File: src/sv/cfv_pkg.sv
// shared types, header layout constants and identifier table for the container file validator
package cfv_pkg;

  localparam int unsigned CountW = 32;
  localparam int unsigned ByteW  = 8;

  localparam logic [CountW-1:0] HDR_LEN   = 32'd69;
  localparam logic [CountW-1:0] SIZE_AT   = 32'd5;
  localparam logic [CountW-1:0] SUM_AT    = 32'd65;
  localparam logic [CountW-1:0] IDENT_LEN = 32'd4;
  localparam logic [CountW-1:0] COUNT_MAX = 32'hFFFF_FFFF;

  typedef enum logic [2:0] {
    FAIL_NONE  = 3'd0,
    FAIL_SHORT = 3'd1,
    FAIL_IDENT = 3'd2,
    FAIL_SIZE  = 3'd3,
    FAIL_SUM   = 3'd4
  } fail_reason_t;

  typedef struct packed {
    logic         is_valid;
    fail_reason_t fail_reason;
  } verdict_t;

  function automatic logic [ByteW-1:0] ident_byte(input logic [1:0] idx);
    logic [ByteW-1:0] b;
    unique case (idx)
      2'd0:    b = 8'h55;
      2'd1:    b = 8'h4E;
      2'd2:    b = 8'h46;
      default: b = 8'h45;
    endcase
    return b;
  endfunction

endpackage

File: src/sv/cfv_accum.sv
// per-file state: byte count, running sum, header fields and the end-of-file verdict
module cfv_accum
  import cfv_pkg::*;
(
  input  logic             clk,
  input  logic             rst,
  input  logic             adv,
  input  logic [ByteW-1:0] data_byte,
  input  logic             last,
  output verdict_t         verdict
);

  logic [CountW-1:0] count;
  logic [CountW-1:0] running_sum;
  logic [CountW-1:0] size_field;
  logic [CountW-1:0] stored_sum;
  logic              ident_ok;

  logic [CountW-1:0] count_next;
  logic [CountW-1:0] running_sum_next;
  logic [CountW-1:0] size_field_next;
  logic [CountW-1:0] stored_sum_next;
  logic              ident_ok_next;

  logic              in_ident;
  logic              in_size;
  logic              in_sum;
  logic [1:0]        lane;

  always_comb begin
    // both header words start at an offset of one mod four
    lane     = count[1:0] - 2'd1;
    in_ident = count < IDENT_LEN;
    in_size  = (count >= SIZE_AT) && (count < SIZE_AT + 32'd4);
    in_sum   = (count >= SUM_AT) && (count < SUM_AT + 32'd4);

    count_next = (count == COUNT_MAX) ? count : count + 32'd1;

    ident_ok_next = ident_ok & (~in_ident | (data_byte == ident_byte(count[1:0])));

    size_field_next = size_field;
    if (in_size) begin
      size_field_next[{lane, 3'b000} +: ByteW] = data_byte;
    end

    stored_sum_next  = stored_sum;
    running_sum_next = running_sum;
    if (in_sum) begin
      stored_sum_next[{lane, 3'b000} +: ByteW] = data_byte;
    end else begin
      running_sum_next = running_sum + {{(CountW-ByteW){1'b0}}, data_byte};
    end

    priority if (count_next < HDR_LEN) begin
      verdict.fail_reason = FAIL_SHORT;
    end else if (!ident_ok_next) begin
      verdict.fail_reason = FAIL_IDENT;
    end else if (size_field_next != count_next) begin
      verdict.fail_reason = FAIL_SIZE;
    end else if (stored_sum_next != running_sum_next) begin
      verdict.fail_reason = FAIL_SUM;
    end else begin
      verdict.fail_reason = FAIL_NONE;
    end
    verdict.is_valid = (verdict.fail_reason == FAIL_NONE);
  end

  always_ff @(posedge clk) begin
    if (rst) begin
      count       <= '0;
      running_sum <= '0;
      size_field  <= '0;
      stored_sum  <= '0;
      ident_ok    <= 1'b1;
    end else if (adv) begin
      if (last) begin
        count       <= '0;
        running_sum <= '0;
        size_field  <= '0;
        stored_sum  <= '0;
        ident_ok    <= 1'b1;
      end else begin
        count       <= count_next;
        running_sum <= running_sum_next;
        size_field  <= size_field_next;
        stored_sum  <= stored_sum_next;
        ident_ok    <= ident_ok_next;
      end
    end
  end

`ifndef SYNTHESIS
  a_restart: assert property (@(posedge clk) disable iff (rst)
    adv && last |=> count == '0 && running_sum == '0 && ident_ok)
    else $error("state not cleared after final byte");

  a_count_step: assert property (@(posedge clk) disable iff (rst)
    adv && !last && count != COUNT_MAX |=> count == $past(count) + 32'd1)
    else $error("byte count did not advance");

  a_ident_sticky: assert property (@(posedge clk) disable iff (rst)
    !ident_ok && !(adv && last) |=> !ident_ok)
    else $error("identifier failure lost within a file");

  a_sum_frozen: assert property (@(posedge clk) disable iff (rst)
    adv && !last && in_sum |=> running_sum == $past(running_sum))
    else $error("checksum byte entered the running sum");
`endif

endmodule

File: src/sv/cfv_out_reg.sv
// result register holding one verdict until the downstream side takes it
module cfv_out_reg
  import cfv_pkg::*;
(
  input  logic     clk,
  input  logic     rst,
  input  logic     load,
  input  verdict_t verdict,
  output logic     free,
  output logic     m_tvalid,
  input  logic     m_tready,
  output logic [7:0] m_tdata
);

  logic     out_valid;
  logic     out_valid_next;
  verdict_t result;

  assign free = ~out_valid | m_tready;

  always_comb begin
    if (load) begin
      out_valid_next = 1'b1;
    end else if (m_tready) begin
      out_valid_next = 1'b0;
    end else begin
      out_valid_next = out_valid;
    end
  end

  always_ff @(posedge clk) begin
    if (rst) begin
      out_valid <= 1'b0;
    end else begin
      out_valid <= out_valid_next;
    end
  end

  always_ff @(posedge clk) begin
    if (load) begin
      result <= verdict;
    end
  end

  assign m_tvalid = out_valid;
  assign m_tdata  = {4'b0000, result.fail_reason, result.is_valid};

endmodule

File: src/sv/container_file_validator.sv
// top level of the container file validator
// Takes a file one byte per item, the final byte marked by s_tlast, and gives one verdict
// item per file: is_valid and a failure reason (too short, identifier, size, checksum, checked
// in that order). Sustained rate is one byte per clock; a verdict passes from the input register
// holding its final byte into the result register behind it, which drives the output. The
// byte after a final byte starts a new file. Input is only held back while a verdict waits
// downstream and the registered byte is itself a final byte.
module container_file_validator
  import cfv_pkg::*;
(
  input  logic       clk,
  input  logic       rst,
  input  logic       s_tvalid,
  output logic       s_tready,
  input  logic [7:0] s_tdata,   // [7:0] data_byte
  input  logic       s_tlast,   // last
  output logic       m_tvalid,
  input  logic       m_tready,
  output logic [7:0] m_tdata    // [0] is_valid, [3:1] fail_reason, [7:4] zero
);

  logic             in_valid;
  logic             in_valid_next;
  logic [ByteW-1:0] in_byte;
  logic             in_last;
  logic             out_free;
  logic             adv;
  logic             s_fire;
  verdict_t         verdict;

  assign adv      = in_valid & (~in_last | out_free);
  assign s_tready = ~in_valid | adv;
  assign s_fire   = s_tvalid & s_tready;

  always_comb begin
    in_valid_next = s_fire | (in_valid & ~adv);
  end

  always_ff @(posedge clk) begin
    if (rst) begin
      in_valid <= 1'b0;
    end else begin
      in_valid <= in_valid_next;
    end
  end

  always_ff @(posedge clk) begin
    if (s_fire) begin
      in_byte <= s_tdata;
      in_last <= s_tlast;
    end
  end

  cfv_accum u_accum (
    .clk       (clk),
    .rst       (rst),
    .adv       (adv),
    .data_byte (in_byte),
    .last      (in_last),
    .verdict   (verdict)
  );

  cfv_out_reg u_out_reg (
    .clk      (clk),
    .rst      (rst),
    .load     (adv & in_last),
    .verdict  (verdict),
    .free     (out_free),
    .m_tvalid (m_tvalid),
    .m_tready (m_tready),
    .m_tdata  (m_tdata)
  );

endmodule

File: config.mk
export PLATFORM = sky130hd
export DESIGN_NAME = container_file_validator
export DESIGN_NICKNAME = d
export VERILOG_FILES = /design/src/sv/cfv_pkg.sv /design/src/sv/cfv_accum.sv /design/src/sv/cfv_out_reg.sv /design/src/sv/container_file_validator.sv
export SDC_FILE = /design/constraint.sdc
export NUM_CORES = 1
export LEC_CHECK = 0
export ABC_AREA = 1
export BUFFER_PORTS_ARGS = -buffer_cell sky130_fd_sc_hd__clkbuf_2
export CORE_MARGIN = 2
export CORE_UTILIZATION = 35
export CTS_CLUSTER_SIZE = 30
export DETAILED_ROUTE_END_ITERATION = 16
export GPL_ROUTABILITY_DRIVEN = 0
export PLACE_DENSITY = 0.59
export REMOVE_ABC_BUFFERS = 1
export SLEW_MARGIN = 20
export SYNTH_ARGS = -nofsm -noshare
export SYNTH_HDL_FRONTEND = slang
export SYNTH_SLANG_ARGS = --single-unit
File: constraint.sdc
create_clock -name clk -period 5.7 [get_ports clk]
set_clock_uncertainty 0.1 [all_clocks]
set_input_delay 0.855 -clock clk [delete_from_list [all_inputs] [get_ports clk]]
set_output_delay 0.855 -clock clk [all_outputs]
set_load 0.01 [all_outputs]
==> impl_metrics.toml <==
[clocking]
hold_buffers = 0
cts_setup_buffers = 0
clkSlewWorstSetupHoldPaths_ps = 70
htree_levels = 4
cts_tree = "yes"
cts-buffers-inserted = 17
cts.sinks = 144
cts_buffer_depth = 2
cts_resized = 0
clk_latency_ps = 450
clockRootBuffer = "clkbuf_16"

[synthesis]
synth_flop_cell = "dfxtp_1"
synth-simple-area-share_pct = 44.92
synth_cell_types = 39
synthAdderAreaFrac_pct = 2.160
ys.warnings.count = 0
synth_compound_area_share_pct = 9.768
syn_area_sq_um = 10770
ys_seq_area_share_pct = 27.97
synth-async-reset-ratio_pct = 0
synth-xor-area-share_pct = 2.683
yosys_register_bits = 144
postSynthAreaPerCell_sq_um = 5.634
synth_top_family_by_area = "simple AND/OR/NAND/NOR gates"
synth_cells = 1912
synthMuxAreaShare_pct = 0
synth_edf_count = 13

[route]
first_pass_iters = 5
drc = 0
detail-route-antenna-nets = 0
wl_mm = 34.43
avgRoutedWirePerCell_um = 14.98
viasPerCell = 4.989
vias = 11465
drt_iter0_drc = 976

[critical_path]
cp_max_fo = 44
critPathKind = "reg -> reg"
setup.worst_path.start_class = "flop"
end_kind = "flop"
arrival_ps = 4430
critPathRequiredTime_ps = 5800

[global_routing]
grtUsageTotal_pct = 21.09
grt_pass1_vias = 10153
grt_pass1_wl_mm = 54.77
grt_max_degree = 100
antenna_found_initial = 0
gr-total-overflow = 0

[finish]
final_cell_count_no_fill = 2298
final_common_cell = "nand2_1"
drive_gt1_share_pct = 4.206
diodes = 0
final_cell_area_sq_um = 11740
area_growth_pct = 8.943
layout_common_cells = "nand2_1, inv_1, nand3_1"
final_util_pct = 38.57
final_nets = 1920

[placement]
dp_cells = 2266
port_buffers = 18
placed_cell_area_sq_um = 11140
hpwl_mm = 25.40
dpl_worst_slack_ps = 1433

[sta]
final_hold_viol_count = 0
fin_ws_ps = 1367
fin_crit_ps = 4333
worst_pin_slew_ps = 952.8
fmax_ghz = 0.2308
slew_violations = 0
rsz0062_at_grt = "no"
setup_tns_ps = 0
maxSlewHeadroom_pct = 36.48
setup_violations = 0
whs_ps = 363.0
fin_crit_sh_pct = 76.02

[die]
die-height_um = 179.4
core-area_sq_um = 30430
dieArea_sq_um = 32200
die_w_um = 179.4
initial_core_util_pct = 35.40
io_pins = 23
num_rows = 64

[status]
status = "finished clean"

[min_path]
hp-class = "reg -> reg"

[flow_run]
cap_viol_max_count = 0

[power_and_ir_drop]
power_density_nw_per_um2 = 203.0
leakagePower_nw = 5.381
total_power_mw = 2.382
peakVddDrop_uv = 207.7
worst max-delay path, cell delays in order (launching register included):
cell and delay (ps):
dfxtp_1 620, inv_1 240, ha_1 370, nand3_1 140
nand3_1 90, nor2_2 510, nand2_2 700, nand2_1 330
inv_1 130, nand2_1 80, nand2_1 60, nand2_1 90
nand2_1 60, nand2_1 70, nand3_1 90, inv_1 60
nand2_1 60, nor3_1 190, nor2_1 60
worst paths after layout:
check / start / endpoint / slack, ps / cells after the start
min reg2reg: u_accum.size_field[7]$_SDFFE_PP0P_ / u_accum.size_field[7]$_SDFFE_PP0P_ / 360 / 2
max: u_accum.count[0]$_SDFFE_PP0P_ / u_out_reg.m_tdata[3]$_DFFE_PP_ / 1370 / 18
min: u_accum.size_field[7]$_SDFFE_PP0P_ / u_accum.size_field[7]$_SDFFE_PP0P_ / 360 / 2
max reg2reg: u_accum.count[0]$_SDFFE_PP0P_ / u_out_reg.m_tdata[3]$_DFFE_PP_ / 1370 / 18
cell type report:
| type | count | area (sq um) |
|---|---|---|
| multi-input cells | 1426 | 6444 |
| inverters | 275 | 1032 |
| repair buffers | 25 | 161.4 |
| fillers | 3402 | 18690 |
| well taps | 396 | 495.5 |
| flip-flops and latches | 144 | 3013 |
| clock inverters | 12 | 132.6 |
| clock buffers | 20 | 457.9 |
registers in the layout (all words and copies together), names as in the netlist:
name                 count
u_out_reg.m_tvalid       1
u_accum.stored_sum      32
u_accum.ident_ok         1
u_accum.running_sum     32
in_valid                 1
u_accum.count           32
in_byte                  8
in_last                  1
u_accum.size_field      32
u_out_reg.m_tdata        4
per-layer routing:
metal | track usage, % | up-vias | part of all wire (%)
li1 | - | 5945 | -
met1 | 30.42 | 5180 | 49
met2 | 32.61 | 285 | 45
met3 | 2.593 | 55 | 4.4
met4 | 6.732 | 0 | 2.2
met5 | 0 | - | 0
cells by family after synthesis:
logic type,count (synthesis)
AO/OA/AOI/OAI,203
XOR/XNOR,33
adder cells (fa/ha/maj),18
buffers and inverters,345
flip-flops,144
other,1
AND/OR/NAND/NOR,1168
synthesized netlist by cell type, types with 13 or more instances:
cell	count	share of area (%)
nor2_1	128	4.5
edfxtp_1	13	3.6
nand2_1	774	27
a21oi_1	158	7.3
o21ai_1	13	0.60
dfxtp_1	131	24
ha_1	17	2.0
nor3_1	16	0.74
xor2_1	27	2.2
nand3_1	189	8.8
buf_2	13	0.60
inv_1	266	9.3
clkbuf_1	42	1.5
nand4_1	29	1.7
report_power, final:
| part | total (mW) | internal [mW] | switching [mW] | leakage (nW) |
|---|---|---|---|---|
| clock | 1.18 | 0.671 | 0.504 | 0.278 |
| sequential | 1.04 | 1.03 | 0.0107 | 1.18 |
| combinational | 0.167 | 0.0413 | 0.126 | 3.92 |
Power figures use the tool's default switching activity.
